<file path="config.mk">
export PLATFORM = sky130hd
export DESIGN_NAME = suffix_compare_with_lcp
export DESIGN_NICKNAME = d
export VERILOG_FILES = /design/src/rtl/sclcp_pkg.sv /design/src/rtl/suffix_compare_with_lcp.sv /design/src/rtl/sclcp_front.sv /design/src/rtl/sclcp_queue.sv /design/src/rtl/sclcp_back.sv
export SDC_FILE = /design/constraint.sdc
export NUM_CORES = 1
export LEC_CHECK = 0
export ABC_CLOCK_PERIOD_IN_PS = 7900
export BUFFER_PORTS_ARGS = -buffer_cell sky130_fd_sc_hd__buf_2
export CAP_MARGIN = 40
export CELL_PAD_IN_SITES_DETAIL_PLACEMENT = 1
export CELL_PAD_IN_SITES_GLOBAL_PLACEMENT = 2
export CORE_ASPECT_RATIO = 0.9
export CORE_MARGIN = 1.5
export CORE_UTILIZATION = 35
export CTS_BUF_LIST = sky130_fd_sc_hd__clkbuf_4 sky130_fd_sc_hd__clkbuf_8 sky130_fd_sc_hd__clkbuf_16
export CTS_CLUSTER_DIAMETER = 200
export DETAILED_ROUTE_END_ITERATION = 12
export PLACE_DENSITY = 0.84
export SETUP_SLACK_MARGIN = 0.2
export SLEW_MARGIN = 30
export SYNTH_ARGS = -nofsm -noshare
export SYNTH_HDL_FRONTEND = slang
export SYNTH_HIERARCHICAL = 1
export SYNTH_SLANG_ARGS = --single-unit
</file>
<file path="constraint.sdc">
create_clock -name clk -period 7.9 [get_ports clk]
set_input_delay 1.185 -clock clk [delete_from_list [all_inputs] [get_ports clk]]
set_output_delay 1.185 -clock clk [all_outputs]
set_load 0.005 [all_outputs]
</file>
<file path="src/rtl/sclcp_pkg.sv">
// Shared types and codes for the suffix compare block.
`default_nettype none
package sclcp_pkg;

	typedef enum logic [1:0] {
		ORD_LT = 2'd0,
		ORD_EQ = 2'd1,
		ORD_GT = 2'd2
	} order_t;

	typedef enum logic [1:0] {
		REG_TOTAL_LENGTH    = 2'd0,
		REG_MAX_DEPTH       = 2'd1,
		REG_SPECIALS_EQUAL  = 2'd2,
		REG_SPECIALS_AT_ST  = 2'd3
	} reg_idx_t;

	localparam int unsigned REG_IDX_BITS = 2;
	localparam int unsigned CFG_DATA_BITS = 32;
	localparam int unsigned CHAR_BITS = 8;
	localparam int unsigned LEN_OUT_BITS = 32;

	// Classified request as it sits in the queue (depth limit travels alongside).
	typedef struct packed {
		logic   first;
		logic   lim_zero;
		logic   spa;
		logic   spb;
		logic   lt;
		logic   gt;
		order_t start_order;
	} cls_t;

	typedef struct packed {
		logic specials_equal;
		logic specials_equal_at_start;
	} flags_t;

endpackage
`default_nettype wire

</file>
<file path="src/rtl/suffix_compare_with_lcp.sv">
// Throughput: one request per cycle unless the queue is full; the back end retires one
// queued request per cycle. A two-entry queue sits between front and back, and the
// result register parts the output. Requests that cause no result still pass the back
// end, which pops only if the result register is free or being taken. Reset clears
// config, queue and comparison state at once.
`default_nettype none
module suffix_compare_with_lcp #(
	parameter int unsigned POS_BITS      = 32,
	parameter int unsigned FIRST_SPECIAL = 254
) (
	input  wire logic                                clk,
	input  wire logic                                arst_n,
	input  wire logic                                cfg_we,
	input  wire logic [sclcp_pkg::REG_IDX_BITS-1:0]  cfg_index,
	input  wire logic [sclcp_pkg::CFG_DATA_BITS-1:0] cfg_data,
	input  wire logic                                in_valid,
	output      logic                                in_ready,
	input  wire logic                                first,
	input  wire logic [31:0]                         start_a,
	input  wire logic [31:0]                         start_b,
	input  wire logic [sclcp_pkg::CHAR_BITS-1:0]     char_a,
	input  wire logic [sclcp_pkg::CHAR_BITS-1:0]     char_b,
	output      logic                                out_valid,
	input  wire logic                                out_ready,
	output      logic [1:0]                          order,
	output      logic [sclcp_pkg::LEN_OUT_BITS-1:0]  prefix_length
);
	import sclcp_pkg::*;

	localparam int unsigned CLS_BITS = $bits(cls_t);
	localparam int unsigned ENT_BITS = POS_BITS + CLS_BITS;

	logic [POS_BITS-1:0] total_length_q, max_depth_q;
	flags_t              flags_q;

	cls_t                f_cls, q_cls;
	logic [POS_BITS-1:0] f_limit, q_limit;
	logic                q_full, q_valid, q_pop, push;
	logic [ENT_BITS-1:0] q_rd;

	always_ff @(posedge clk or negedge arst_n) begin
		if (!arst_n) begin
			total_length_q <= '0;
			max_depth_q    <= '0;
			flags_q        <= '0;
		end else if (cfg_we) begin
			unique case (reg_idx_t'(cfg_index))
				REG_TOTAL_LENGTH:   total_length_q <= POS_BITS'(cfg_data);
				REG_MAX_DEPTH:      max_depth_q    <= POS_BITS'(cfg_data);
				REG_SPECIALS_EQUAL: flags_q.specials_equal <= cfg_data[0];
				REG_SPECIALS_AT_ST: flags_q.specials_equal_at_start <= cfg_data[0];
			endcase
		end
	end

	sclcp_front #(
		.POS_BITS      (POS_BITS),
		.FIRST_SPECIAL (FIRST_SPECIAL)
	) u_front (
		.first        (first),
		.start_a      (POS_BITS'(start_a)),
		.start_b      (POS_BITS'(start_b)),
		.char_a       (char_a),
		.char_b       (char_b),
		.total_length (total_length_q),
		.max_depth    (max_depth_q),
		.cls          (f_cls),
		.limit        (f_limit)
	);

	assign in_ready = !q_full;
	assign push     = in_valid && in_ready;

	sclcp_queue #(
		.WIDTH (ENT_BITS)
	) u_queue (
		.clk      (clk),
		.arst_n   (arst_n),
		.push     (push),
		.wr_data  ({f_limit, f_cls}),
		.full     (q_full),
		.pop      (q_pop),
		.rd_valid (q_valid),
		.rd_data  (q_rd)
	);

	assign q_cls   = cls_t'(q_rd[CLS_BITS-1:0]);
	assign q_limit = q_rd[ENT_BITS-1:CLS_BITS];

	sclcp_back #(
		.POS_BITS (POS_BITS)
	) u_back (
		.clk           (clk),
		.arst_n        (arst_n),
		.flags         (flags_q),
		.q_valid       (q_valid),
		.q_cls         (q_cls),
		.q_limit       (q_limit),
		.q_pop         (q_pop),
		.out_valid     (out_valid),
		.out_ready     (out_ready),
		.order         (order),
		.prefix_length (prefix_length)
	);

endmodule
`default_nettype wire

</file>
<file path="src/rtl/sclcp_front.sv">
// Front end: classifies a request and computes the depth limit for a new comparison.
`default_nettype none
module sclcp_front #(
	parameter int unsigned POS_BITS      = 32,
	parameter int unsigned FIRST_SPECIAL = 254
) (
	input  wire logic                           first,
	input  wire logic [POS_BITS-1:0]            start_a,
	input  wire logic [POS_BITS-1:0]            start_b,
	input  wire logic [sclcp_pkg::CHAR_BITS-1:0] char_a,
	input  wire logic [sclcp_pkg::CHAR_BITS-1:0] char_b,
	input  wire logic [POS_BITS-1:0]            total_length,
	input  wire logic [POS_BITS-1:0]            max_depth,
	output      sclcp_pkg::cls_t                cls,
	output      logic [POS_BITS-1:0]            limit
);
	import sclcp_pkg::*;

	localparam logic [CHAR_BITS-1:0] SPECIAL_MIN = CHAR_BITS'(FIRST_SPECIAL);

	logic [POS_BITS-1:0] rem_a, rem_b;

	function automatic logic [POS_BITS-1:0] remaining(
		input logic [POS_BITS-1:0] s,
		input logic [POS_BITS-1:0] tl,
		input logic [POS_BITS-1:0] md
	);
		logic [POS_BITS-1:0] r;
		r = (s < tl) ? (tl - s) : '0;
		if (md != '0 && r > md)
			r = md;
		return r;
	endfunction

	always_comb begin
		rem_a = remaining(start_a, total_length, max_depth);
		rem_b = remaining(start_b, total_length, max_depth);
		limit = (rem_a < rem_b) ? rem_a : rem_b;

		cls.first    = first;
		cls.lim_zero = (limit == '0);
		cls.spa      = (char_a >= SPECIAL_MIN);
		cls.spb      = (char_b >= SPECIAL_MIN);
		cls.lt       = (char_a < char_b);
		cls.gt       = (char_a > char_b);
		priority if (start_a < start_b)
			cls.start_order = ORD_LT;
		else if (start_a > start_b)
			cls.start_order = ORD_GT;
		else
			cls.start_order = ORD_EQ;
	end

endmodule
`default_nettype wire

</file>
<file path="src/rtl/sclcp_queue.sv">
// Two-entry request queue between front and back.
`default_nettype none
module sclcp_queue #(
	parameter int unsigned WIDTH = 8
) (
	input  wire logic             clk,
	input  wire logic             arst_n,
	input  wire logic             push,
	input  wire logic [WIDTH-1:0] wr_data,
	output      logic             full,
	input  wire logic             pop,
	output      logic             rd_valid,
	output      logic [WIDTH-1:0] rd_data
);
	logic [WIDTH-1:0] mem_q [2];
	logic             wr_ptr_q, rd_ptr_q;
	logic [1:0]       count_q;

	assign full     = (count_q == 2'd2);
	assign rd_valid = (count_q != 2'd0);
	assign rd_data  = mem_q[rd_ptr_q];

	always_ff @(posedge clk) begin
		if (push)
			mem_q[wr_ptr_q] <= wr_data;
	end

	always_ff @(posedge clk or negedge arst_n) begin
		if (!arst_n) begin
			wr_ptr_q <= 1'b0;
			rd_ptr_q <= 1'b0;
			count_q  <= 2'd0;
		end else begin
			if (push)
				wr_ptr_q <= ~wr_ptr_q;
			if (pop)
				rd_ptr_q <= ~rd_ptr_q;
			unique case ({push, pop})
				2'b10:   count_q <= count_q + 2'd1;
				2'b01:   count_q <= count_q - 2'd1;
				default: count_q <= count_q;
			endcase
		end
	end

	a_no_overflow: assert property (@(posedge clk) disable iff (!arst_n)
		count_q != 2'd3) else $error("queue count out of range");
	a_no_push_full: assert property (@(posedge clk) disable iff (!arst_n)
		full |-> !push) else $error("push into full queue");
	a_no_pop_empty: assert property (@(posedge clk) disable iff (!arst_n)
		!rd_valid |-> !pop) else $error("pop from empty queue");

endmodule
`default_nettype wire

</file>
<file path="src/rtl/sclcp_back.sv">
// Back end: runs the comparison state and holds the result register.
`default_nettype none
module sclcp_back #(
	parameter int unsigned POS_BITS = 32
) (
	input  wire logic                              clk,
	input  wire logic                              arst_n,
	input  wire sclcp_pkg::flags_t                 flags,
	input  wire logic                              q_valid,
	input  wire sclcp_pkg::cls_t                   q_cls,
	input  wire logic [POS_BITS-1:0]               q_limit,
	output      logic                              q_pop,
	output      logic                              out_valid,
	input  wire logic                              out_ready,
	output      logic [1:0]                        order,
	output      logic [sclcp_pkg::LEN_OUT_BITS-1:0] prefix_length
);
	import sclcp_pkg::*;

	logic                busy_q;
	logic [POS_BITS-1:0] depth_q, limit_q;
	order_t              sorder_q;

	logic                out_valid_q;
	order_t              order_q;
	logic [POS_BITS-1:0] plen_q;

	logic                active, res, busy_n;
	logic [POS_BITS-1:0] dc, lim, dc_inc, res_len;
	order_t              so, res_ord;

	assign q_pop = q_valid && (!out_valid_q || out_ready);

	always_comb begin
		active  = q_cls.first || busy_q;
		dc      = q_cls.first ? '0 : depth_q;
		lim     = q_cls.first ? q_limit : limit_q;
		so      = q_cls.first ? q_cls.start_order : sorder_q;
		dc_inc  = dc + POS_BITS'(1);
		res     = 1'b0;
		res_ord = ORD_EQ;
		res_len = dc;
		busy_n  = active;

		if (active) begin
			priority if (q_cls.first && q_cls.lim_zero) begin
				res     = 1'b1;
				res_len = '0;
			end else if (q_cls.spa && q_cls.spb) begin
				res = 1'b1;
				if (flags.specials_equal || (dc == '0 && flags.specials_equal_at_start) ||
				    so == ORD_EQ) begin
					res_len = dc_inc;
				end else begin
					res_ord = so;
				end
			end else if (q_cls.spa) begin
				res     = 1'b1;
				res_ord = ORD_GT;
			end else if (q_cls.spb || q_cls.lt) begin
				res     = 1'b1;
				res_ord = ORD_LT;
			end else if (q_cls.gt) begin
				res     = 1'b1;
				res_ord = ORD_GT;
			end else if (dc_inc >= lim) begin
				// limit reached on an equal pair
				res     = 1'b1;
				res_len = dc_inc;
			end
			if (res)
				busy_n = 1'b0;
		end
	end

	always_ff @(posedge clk or negedge arst_n) begin
		if (!arst_n) begin
			busy_q      <= 1'b0;
			depth_q     <= '0;
			limit_q     <= '0;
			sorder_q    <= ORD_LT;
			out_valid_q <= 1'b0;
		end else begin
			if (q_pop) begin
				busy_q <= busy_n;
				if (active) begin
					depth_q  <= dc_inc;
					limit_q  <= lim;
					sorder_q <= so;
				end
			end
			if (q_pop && res)
				out_valid_q <= 1'b1;
			else if (out_ready)
				out_valid_q <= 1'b0;
		end
	end

	always_ff @(posedge clk) begin
		if (q_pop && res) begin
			order_q <= res_ord;
			plen_q  <= res_len;
		end
	end

	assign out_valid     = out_valid_q;
	assign order         = order_q;
	assign prefix_length = LEN_OUT_BITS'(plen_q);

	a_done_clears_busy: assert property (@(posedge clk) disable iff (!arst_n)
		(q_pop && res) |=> !busy_q) else $error("busy after result");
	a_depth_below_limit: assert property (@(posedge clk) disable iff (!arst_n)
		busy_q |-> (depth_q < limit_q)) else $error("depth at or past limit while busy");
	a_idle_no_result: assert property (@(posedge clk) disable iff (!arst_n)
		(q_pop && !busy_q && !q_cls.first) |-> !res) else $error("result from idle request");

endmodule
`default_nettype wire
</file>
==> results of run 1 <==
==> state kept, by name, summed over array words and instances, names as in the netlist <==
| name | cells |
|---|---|
| u_queue/mem_q | 80 |
| max_depth_q | 32 |
| total_length_q | 32 |
| u_back/depth_q | 32 |
| u_back/limit_q | 32 |
| u_back/prefix_length | 32 |
| flags_q | 2 |
| u_back/order | 2 |
| u_back/sorder_q | 2 |
| u_queue/count_q | 2 |
| u_back/busy_q | 1 |
| u_back/out_valid | 1 |
| u_queue/rd_ptr_q | 1 |
| u_queue/wr_ptr_q | 1 |
==> layout make-up <==
| cell class | instances | area [µm²] |
|---|---|---|
| clock buffers | 40 | 850.8 |
| clock inverters | 16 | 142.6 |
| fillers | 6890 | 31270 |
| repair buffers | 669 | 4822 |
| well taps | 783 | 979.7 |
| multi-input cells | 1851 | 14360 |
| inverters | 152 | 574.3 |
| flip-flops and latches | 252 | 6878 |
==> critical path: cells and delay by family <==
kind | cells | cell delay [ns]
buffers and inverters | 10 | 1.33
AND/OR/NAND/NOR | 9 | 2.04
XOR/XNOR | 1 | 0.25
adder cells (fa/ha/maj) | 3 | 0.85
multiplexers | 1 | 0.35
AO/OA/AOI/OAI | 10 | 2.03
==> per-layer routing <==
metal	part of all wire, %	up-vias
li1	-	9848
met1	47	10587
met2	45	508
met3	4.9	122
met4	2.9	0
met5	0	-
==> placed cells by master, fill, tap and decap left out, types with 17 or more instances in the layout <==
cell type / netlist / final
mux2_4: 39 / 40
edfxtp_1: 114 / 114
dfrtp_1: 138 / 137
buf_2: 16 / 153
nor2_1: 180 / 173
nor3_1: 58 / 48
nand2b_1: 36 / 36
xor2_1: 40 / 36
nand2_1: 217 / 213
and2_1: 24 / 20
a21oi_2: 8 / 19
inv_1: 151 / 140
mux2i_1: 45 / 44
o21a_1: 30 / 29
clkbuf_16: 0 / 31
o21ai_0: 140 / 126
nand3_1: 52 / 46
buf_4: 4 / 491
or3_1: 17 / 17
nor2b_1: 30 / 29
mux2_2: 81 / 80
a21o_1: 41 / 41
nand4_1: 57 / 57
nor4_1: 28 / 24
xnor2_1: 40 / 40
a21oi_1: 188 / 170
ha_1: 233 / 217
==> worst paths after layout <==
path / end / depth (start not counted) / start / slack [ns]
max: u_queue/mem_q[1][6] / 34 / start_b[3] / 0.21
min: u_back/limit_q[13] / 2 / u_back/limit_q[13] / 0.48
max reg2reg: u_queue/mem_q[1][6] / 33 / total_length_q[0] / 0.33
min reg2reg: u_back/limit_q[13] / 2 / u_back/limit_q[13] / 0.48
max in group asynchronous: max_depth_q[30] / 3 / arst_n / 6.27
min in group asynchronous: total_length_q[7] / 1 / arst_n / 0.57
==> stage by stage <==
step | instance area (µm²) | total power, mW
CTS | 27890 | 10.66
detailed placement | 26220 | 8.919
floorplan | 21460 | 5.964
finish | 28610 | 11.08
global route | 28610 | 11.77
global placement | 26130 | 8.599
==> cell families (layout without fill, tap and decap cells) <==
family,after synthesis,in the layout,synth area share (%)
muxes,168,168,9.325
and+or+nand+nor,776,776,18.26
buffers and inverters,251,877,5.222
adders and majority gates,235,235,13.90
AOI/OAI and AO/OA,591,592,17.64
DFF,252,252,32.35
xor gates and xnor gates,80,80,3.297
==> report_power, final <==
group / switching [mW] / leakage [nW] / total [mW] / internal (mW)
logic: 4.08 / 9.79 / 7.31 / 3.24
registers: 0.276 / 2.81 / 2.38 / 2.10
clock network: 0.605 / 0.490 / 1.40 / 0.793
total: 4.96 / 13.1 / 11.1 / 6.13
==> timing repair <==
action                                  in CTS  in global routing
endpoints found under the setup margin      66                 66
buffers inserted                            15                 25
resized for setup                          113                 91
pin swaps                                   43                 55
cloned                                       0                  2
hold endpoints to repair                     0                  0
==> flow_summary.json, run 1 <==
{
  "outcome": "completed",
  "crit_top_cell": "buf_4",
  "whs_ns": 0.4802,
  "fin_crit_ns": 7.693,
  "hp-class": "reg2reg",
  "drive_above_1_share_pct": 34.60,
  "critical_path_class": "in2reg",
  "ys_warn_count": 6,
  "place_hpwl_um": 69670,
  "cts_buffer_depth": 3,
  "final_util_pct": 47.78,
  "peakVddDrop_mv": 0.2431,
  "start_kind": "input port",
  "seq_area_frac_synth_pct": 32.35,
  "synthToLayoutAreaGrowth_pct": 34.61,
  "syn-num-nets": 2708,
  "grtUsageTotal_pct": 27.13,
  "synth_top_area_share_pct": 16.25,
  "fp.coreArea_um2": 59880,
  "grt_pass1_vias": 22224,
  "cts_made_buffers": 30,
  "grt.overflow.total": 0,
  "synth_edf_count": 114,
  "yosysMostFrequentCell": "ha_1",
  "use_met3_pct": 3.026,
  "grt_util_met1_pct": 37.83,
  "dp_slack_ns": -2.051,
  "place.gp.congestion": 0.9818,
  "synth.area.top_cells": "dfrtp_1 16%, edfxtp_1 16%, ha_1 14%",
  "setup_tns_ns": 0,
  "synth_area_um2": 21250,
  "synth_commonest_cells": "233 x ha_1, 217 x nand2_1, 188 x a21oi_1",
  "worstSetupEndpointType": "flop",
  "postCtsHoldBufs": 0,
  "via_per_inst": 5.598,
  "crit_fanout": 10,
  "cpMaxStageDelayCell": "or4_4",
  "grt_first_pass_wirelength_um": 132300,
  "grt_start_max_net_pins": 78,
  "placementRows": 85,
  "ios": 156,
  "drtIter0Drc": 1376,
  "wl_um": 86590,
  "dr.pass1.iters": 5,
  "cp.arrival_ns": 8.08,
  "initial_utilization_pct": 35.50,
  "placedCellCount": 3663,
  "layout_setup_ws_ns": 0.2074,
  "n_antenna_cell": 0,
  "setup_violations": 0,
  "ant_nets": 0,
  "die_w_um": 262.8,
  "syn-instance-count": 2353,
  "portBuffers": 155,
  "vias": 21065,
  "ys.flop_type": "dfrtp_1",
  "cp.required_ns": 8.29,
  "h-tree-depth": 1,
  "met2_usage_pct": 44.49,
  "cts_tree": "built",
  "nets": 3311,
  "root_buffer": "clkbuf_16",
  "final_cells": 3763,
  "insertion_delay_ns": 0.60,
  "cts_sinks": 252,
  "max_stage_delay_ns": 0.60,
  "fin_skew_ns": 0.01426,
  "rsz0062_at_grt": "yes",
  "antenna_found_initial": 0,
  "wl_per_cell_um": 23.01,
  "grt_busiest_layer": "met2",
  "hold_viol": 0,
  "syn_area_per_cell_um2": 9.033,
  "synth_cell_type_count": 98,
  "report.final.slew_viol_count": 0,
  "p_leak_nw": 13.09,
  "path_clk_slew_ns": 0.06,
  "ys_async_sr_fraction_pct": 54.76,
  "worstMarginPinSlew_ns": 0.8839,
  "die_y_um": 236.8,
  "finalCritPeriodShare_pct": 97.37,
  "die_area_um2": 62220,
  "synth-seq-cells": 252,
  "synth.largest_area_cell": "dfrtp_1",
  "power_density_nw_per_um2": 387.4,
  "cap_violations": 0,
  "drc": 0,
  "relSlewSlack_pct": 40.53,
  "fmax_ghz": 0.1300
}
Power figures use the tool's default switching activity.
==> run 2: changes to the inputs <==
--- a/config.mk
+++ b/config.mk
@@ -5,18 +5,18 @@
 export SDC_FILE = /design/constraint.sdc
 export NUM_CORES = 1
 export LEC_CHECK = 0
-export ABC_CLOCK_PERIOD_IN_PS = 7900
+export ABC_CLOCK_PERIOD_IN_PS = 6700
 export BUFFER_PORTS_ARGS = -buffer_cell sky130_fd_sc_hd__buf_2
 export CAP_MARGIN = 40
 export CELL_PAD_IN_SITES_DETAIL_PLACEMENT = 1
 export CELL_PAD_IN_SITES_GLOBAL_PLACEMENT = 2
 export CORE_ASPECT_RATIO = 0.9
 export CORE_MARGIN = 1.5
-export CORE_UTILIZATION = 35
-export CTS_BUF_LIST = sky130_fd_sc_hd__clkbuf_4 sky130_fd_sc_hd__clkbuf_8 sky130_fd_sc_hd__clkbuf_16
+export CORE_UTILIZATION = 36
+export CTS_BUF_LIST = sky130_fd_sc_hd__clkbuf_4 sky130_fd_sc_hd__clkbuf_8
 export CTS_CLUSTER_DIAMETER = 200
 export DETAILED_ROUTE_END_ITERATION = 12
-export PLACE_DENSITY = 0.84
+export PLACE_DENSITY = 0.86
 export SETUP_SLACK_MARGIN = 0.2
 export SLEW_MARGIN = 30
 export SYNTH_ARGS = -nofsm -noshare
==> constraint.sdc (replaced) <==
create_clock -name clk -period 6.7 [get_ports clk]
set_input_delay 1.005 -clock clk [delete_from_list [all_inputs] [get_ports clk]]
set_output_delay 1.005 -clock clk [all_outputs]
set_load 0.005 [all_outputs]
==> run 2 against run 1 <==
  * The run now ends with setup timing left
  * Core utilization grew 2.8 points
  * Worst setup slack lost 1.3 ns
  * Critical path depth rose by 4
  * Critical endpoint is now u_queue/mem_q[0][6]
  * Via count increased by 3.6%
  * Highest routed layer unchanged
  * Global-route usage increased by 1.9 points
==> flow_summary.json, run 2 (synthesis gave the netlist of run 1 again) <==
{
  "grt_start_max_net_pins": 62,
  "hp-class": "in2async",
  "cap_violations": 0,
  "via_per_inst": 5.619,
  "crit_fanout": 6,
  "crit_path_end": "u_queue/mem_q[0][6]",
  "peakVddDrop_mv": 0.3906,
  "layout_setup_ws_ns": -1.126,
  "cp.arrival_ns": 8.27,
  "vias": 21817,
  "postCtsHoldBufs": 0,
  "wl_um": 89780,
  "cts_tree": "built",
  "cts_made_buffers": 48,
  "placementRows": 84,
  "fill_cells": 6811,
  "fin_skew_ns": 0.03611,
  "startpoint": "total_length_q[0]",
  "die_y_um": 233.5,
  "start_kind": "flop",
  "drc": 0,
  "route.met3.wl_um": 5027,
  "r2r_setup_slack_ns": -1.13,
  "largest_register_ffs": 80,
  "path_buf_inv": 10,
  "r2r.worst_path.cells": 38,
  "fp.coreArea_um2": 58440,
  "rsz0062_at_grt": "yes",
  "regToRegStartpoint": "total_length_q[0]",
  "initial_utilization_pct": 36.37,
  "setup_tns_ns": -54.83,
  "ios": 156,
  "antenna_found_initial": 1,
  "multi_input_area_um2": 14550,
  "place_hpwl_um": 72190,
  "p_leak_nw": 13.62,
  "wl_met2_um": 41780,
  "r2r-end": "u_queue/mem_q[0][6]",
  "power_density_nw_per_um2": 466.1,
  "root_buffer": "clkbuf_8",
  "final_cell_mix": "580 x buf_4, 215 x nand2_1, 214 x ha_1",
  "cts_buffer_depth": 3,
  "finalCritPeriodShare_pct": 116.8,
  "ant_nets": 0,
  "nets": 3424,
  "dr.pass1.iters": 5,
  "hold_viol": 0,
  "layout_commonest_cell": "buf_4",
  "regArea_um2": 6882,
  "path_depth": 38,
  "drtIter0Drc": 1427,
  "grt.overflow.total": 0,
  "cp.required_ns": 7.15,
  "grt_first_pass_wirelength_um": 135100,
  "critical_path_class": "reg2reg",
  "wl_per_cell_um": 23.12,
  "report.final.slew_viol_count": 0,
  "worstMarginPinSlew_ns": 0.8920,
  "setup_violations": 66,
  "die_w_um": 259.1,
  "grtUsageTotal_pct": 29.03,
  "finalPower_mw": 13.77,
  "whs_ns": 0.2543,
  "portBuffers": 155,
  "outcome": "complete, but fails checks",
  "drive_above_1_share_pct": 38.17,
  "max_stage_delay_ns": 0.58,
  "fin_crit_ns": 7.826,
  "synthToLayoutAreaGrowth_pct": 39.01,
  "worstSetupEndpointType": "flop",
  "grt_pass1_vias": 23233,
  "insertion_delay_ns": 0.65,
  "cpMaxStageDelayCell": "or4_4",
  "top_register": "u_queue/mem_q",
  "relSlewSlack_pct": 39.99,
  "wl_met1_um": 40020,
  "fmax_ghz": 0.1278,
  "violations": "setup timing",
  "die_area_um2": 60510,
  "path_clk_slew_ns": 0.07,
  "cts_sinks": 252,
  "crit_top_cell": "buf_4",
  "h-tree-depth": 2,
  "critPathTopFamily": "simple AND/OR/NAND/NOR gates",
  "top_layer": "met4",
  "place.gp.congestion": 0.9591
}
## run 2: cell types whose count changed in the layout (fill, tap and decap cells not counted), moves of 5 or more
cell        before  now
a21oi_4          7   12
clkinv_1         2   15
a21oi_1        170  141
clkbuf_4         6   11
a21oi_2         19   43
clkbuf_16       31    2
buf_4          491  580
clkbuf_8         4   51
clkinvlp_4       5    0
## run 2: repair_timing
action	4_1_cts	5_1_grt
endpoints found under the setup margin	66	66
resized for setup	109	58
gates cloned	0	2
pin swaps	27	37
buffers inserted	18	16
## run 2: area by class of cell
cell class | instances | share of cell area [%]
Antenna cell | 2 | 0.01694
Clock inverter | 27 | 0.7242
Multi-Input combinational cell | 1850 | 49.23
Timing Repair Buffer | 765 | 18.89
Sequential cell | 252 | 23.29
Clock buffer | 61 | 2.630
Inverter | 152 | 1.940
Tap cell | 774 | 3.278
## run 2: stage by stage
| stage | utilization (%) | setup slack, ns | instance area (µm²) | instances |
|---|---|---|---|---|
| 6_report | 50.56 | -1.126 | 29540 | 3883 |
| 5_1_grt | 50.55 | -1.376 | 29540 | 3882 |
| 4_1_cts | 49.75 | -0.9928 | 29070 | 3861 |
| 3_5_place_dp | 46.96 | -2.475 | 27440 | 3755 |
| 3_3_place_gp | 46.85 | -2.174 | 27380 | 3752 |
| 2_1_floorplan | - | -0.4568 | 22080 | 2353 |
## run 2: report_power, final
group / leakage (nW) / switching, mW / internal, mW
Sequential: 2.81 / 0.301 / 2.48
Clock: 0.522 / 0.742 / 0.883
Combinational: 10.3 / 5.12 / 4.25
Total: 13.6 / 6.16 / 7.61
## run 2: metal layers
metal	track usage, %	vias to the layer above
met5	0	-
met3	4.698	157
met2	47.84	649
met1	38.21	10913
met4	10.51	0
li1	-	10098
## run 2: worst register-to-register path: cells and delay by family, from the launching register on
family          cells  cell delay [ns]
xor+xnor            1             0.34
fa+ha+maj           4             1.05
compound gates      9             1.84
flops               1             0.46
simple gates       14             2.69
buf+inv            10             1.24
## run 2: worst min path at each step
stage	startpoint	to	cells after the start
6_report	arst_n	max_depth_q[4]	1
3_5_place_dp	u_back/limit_q[11]	u_back/limit_q[11]	2
5_1_grt	arst_n	max_depth_q[4]	1
4_1_cts	arst_n	max_depth_q[4]	1
2_1_floorplan	u_queue/count_q[1]	u_queue/count_q[1]	1
3_3_place_gp	u_back/limit_q[30]	u_back/limit_q[30]	2
==> run 3: changes to the inputs <==
--- a/config.mk
+++ b/config.mk
@@ -5,18 +5,18 @@
 export SDC_FILE = /design/constraint.sdc
 export NUM_CORES = 1
 export LEC_CHECK = 0
-export ABC_CLOCK_PERIOD_IN_PS = 6700
+export ABC_CLOCK_PERIOD_IN_PS = 7800
 export BUFFER_PORTS_ARGS = -buffer_cell sky130_fd_sc_hd__buf_2
 export CAP_MARGIN = 40
 export CELL_PAD_IN_SITES_DETAIL_PLACEMENT = 1
 export CELL_PAD_IN_SITES_GLOBAL_PLACEMENT = 2
 export CORE_ASPECT_RATIO = 0.9
 export CORE_MARGIN = 1.5
-export CORE_UTILIZATION = 36
+export CORE_UTILIZATION = 40
 export CTS_BUF_LIST = sky130_fd_sc_hd__clkbuf_4 sky130_fd_sc_hd__clkbuf_8
 export CTS_CLUSTER_DIAMETER = 200
 export DETAILED_ROUTE_END_ITERATION = 12
-export PLACE_DENSITY = 0.86
+export PLACE_DENSITY = 0.91
 export SETUP_SLACK_MARGIN = 0.2
 export SLEW_MARGIN = 30
 export SYNTH_ARGS = -nofsm -noshare
==> constraint.sdc (replaced) <==
create_clock -name clk -period 7.8 [get_ports clk]
set_input_delay 1.17 -clock clk [delete_from_list [all_inputs] [get_ports clk]]
set_output_delay 1.17 -clock clk [all_outputs]
set_load 0.005 [all_outputs]
==> run 3 against run 2 <==
  * Power decreased by 13%
  * Critical path type is now in2reg
  * Die area decreased by 9.9%
  * Register-to-register slack improved by 0.096 ns
  * The flow still finishes with violations (setup timing)
  * Sequential share of layout area increased by 0.72 points
  * Highest routed layer is now met5
  * Largest power group unchanged
==> flow_summary.json, run 3 (synthesis gave the netlist of run 1 again) <==
{
  "grtUsageTotal_pct": 31.03,
  "grt_first_pass_wirelength_um": 133200,
  "grt_start_max_net_pins": 75,
  "worstSetupEndpointType": "flop",
  "grt_util_met1_pct": 40.32,
  "whs_ns": 0.4826,
  "cap_violations": 0,
  "place_hpwl_um": 67400,
  "max_stage_delay_ns": 0.61,
  "cts_tree": "built",
  "drtIter0Drc": 2085,
  "report.final.slew_viol_count": 0,
  "stdcell_area_um2": 28650,
  "nets": 3327,
  "ios": 156,
  "outcome": "complete, but fails checks",
  "rsz0062_at_grt": "yes",
  "placedCellCount": 3559,
  "h-tree-depth": 2,
  "via_per_inst": 6.253,
  "final_cell_mix": "478 x buf_4, 217 x ha_1, 216 x nand2_1",
  "hold_viol": 0,
  "path_clk_slew_ns": 0.06,
  "fill_cells": 6001,
  "relSlewSlack_pct": 11.92,
  "portBuffers": 155,
  "layout_commonest_cell": "buf_4",
  "crit_top_cell": "buf_6",
  "final_cells": 3698,
  "dr.pass1.iters": 6,
  "start_kind": "input port",
  "root_buffer": "clkbuf_8",
  "critical_path_class": "in2reg",
  "layout_setup_ws_ns": -1.091,
  "setup_tns_ns": -21.61,
  "ant_nets": 0,
  "hp-class": "reg2reg",
  "antenna_found_initial": 3,
  "finalCritPeriodShare_pct": 114.0,
  "crit_fanout": 6,
  "die_y_um": 221.7,
  "peakVddDrop_mv": 0.3371,
  "cpMaxStageDelayCell": "or4_4",
  "initial_utilization_pct": 40.80,
  "grt_pass1_vias": 23552,
  "use_met3_pct": 6.003,
  "met2_usage_pct": 50.29,
  "power_density_nw_per_um2": 420.1,
  "fmax_ghz": 0.1125,
  "cts_made_buffers": 46,
  "worstMarginPinSlew_ns": 1.321,
  "grt.overflow.total": 0,
  "p_leak_nw": 13.14,
  "path_buf_inv": 11,
  "placementRows": 79,
  "insertion_delay_ns": 0.69,
  "die_area_um2": 54530,
  "synthToLayoutAreaGrowth_pct": 34.79,
  "fp.coreArea_um2": 52090,
  "cts_buffer_depth": 3,
  "top_register": "u_queue/mem_q",
  "violations": "setup timing",
  "cp.arrival_ns": 9.32,
  "place.gp.congestion": 1.051,
  "vias": 23124,
  "placed_area_um2": 26110,
  "grt_busiest_layer": "met2",
  "setup_violations": 66,
  "cts_sinks": 252,
  "dp_slack_ns": -1.345,
  "largest_register_ffs": 80,
  "die_w_um": 246.0,
  "wl_um": 96450,
  "postCtsHoldBufs": 0,
  "fin_skew_ns": 0.05991,
  "drive_above_1_share_pct": 36.06,
  "critPathTopFamily": "compound AO/OA/AOI/OAI gates",
  "drc": 0,
  "wl_per_cell_um": 26.08,
  "cp.required_ns": 8.23,
  "fin_crit_ns": 8.891
}
==> run 3: cell count changes in the layout (fill, tap and decap cells not counted), moves of 5 or more <==
cell,change
a21oi_2,-5
buf_6,+8
a21oi_4,-5
o31ai_2,+5
clkinv_1,-9
buf_4,-102
clkbuf_8,+6
a21oi_1,+10
==> run 3: final timing paths <==
kind	startpoint	to	slack (ns)	depth (start not counted)
worst max register to register	total_length_q[0]	u_queue/mem_q[0][6]	-1.03	37
worst min register to register	u_queue/count_q[1]	u_queue/count_q[1]	0.48	1
max in group asynchronous	arst_n	u_queue/rd_ptr_q	6.02	3
worst max-delay path	start_b[5]	u_queue/mem_q[0][6]	-1.09	37
min in group asynchronous	arst_n	u_back/depth_q[3]	0.56	1
worst min-delay path	u_queue/count_q[1]	u_queue/count_q[1]	0.48	1
==> run 3: final cells by class <==
cell class,count,area [µm²],share of cell area [%]
inverter,152,570.5,1.992
antenna,1,2.502,0.008735
sequential,252,6878,24.01
timing repair buffer,670,4910,17.14
multi-input combinational,1850,14440,50.39
clock buffer,69,874.6,3.053
clock inverter,16,117.6,0.4105
tap,688,860.8,3.005
==> run 3: power breakdown <==
| part | internal [mW] | leakage (nW) | switching, mW |
|---|---|---|---|
| logic | 3.49 | 9.80 | 4.72 |
| clock network | 0.756 | 0.530 | 0.649 |
| registers | 2.13 | 2.81 | 0.299 |
==> run 3: routing by layer <==
metal | wire [µm] | vias to the layer above | part of all wire (%)
li1 | - | 9900 | -
met1 | 37900 | 11506 | 39
met2 | 43770 | 1286 | 45
met3 | 8789 | 430 | 9.1
met4 | 5972 | 2 | 6.2
met5 | 18 | - | 0.019
==> run 3: timing repair <==
| item | in CTS | in global routing |
|---|---|---|
| cloned | 1 | 0 |
| buffers inserted | 18 | 31 |
| resized for setup | 115 | 116 |
| pin swaps | 54 | 59 |
| setup endpoints to repair | 66 | 66 |
==> run 3: stage by stage <==
step | power (mW) | utilization [%]
final | 12.04 | 55.00
after detailed placement | 8.993 | 50.13
after global routing | 12.54 | 55.00
after CTS | 10.73 | 53.44
after floorplan | 6.061 | -
after global placement | 8.512 | 49.90
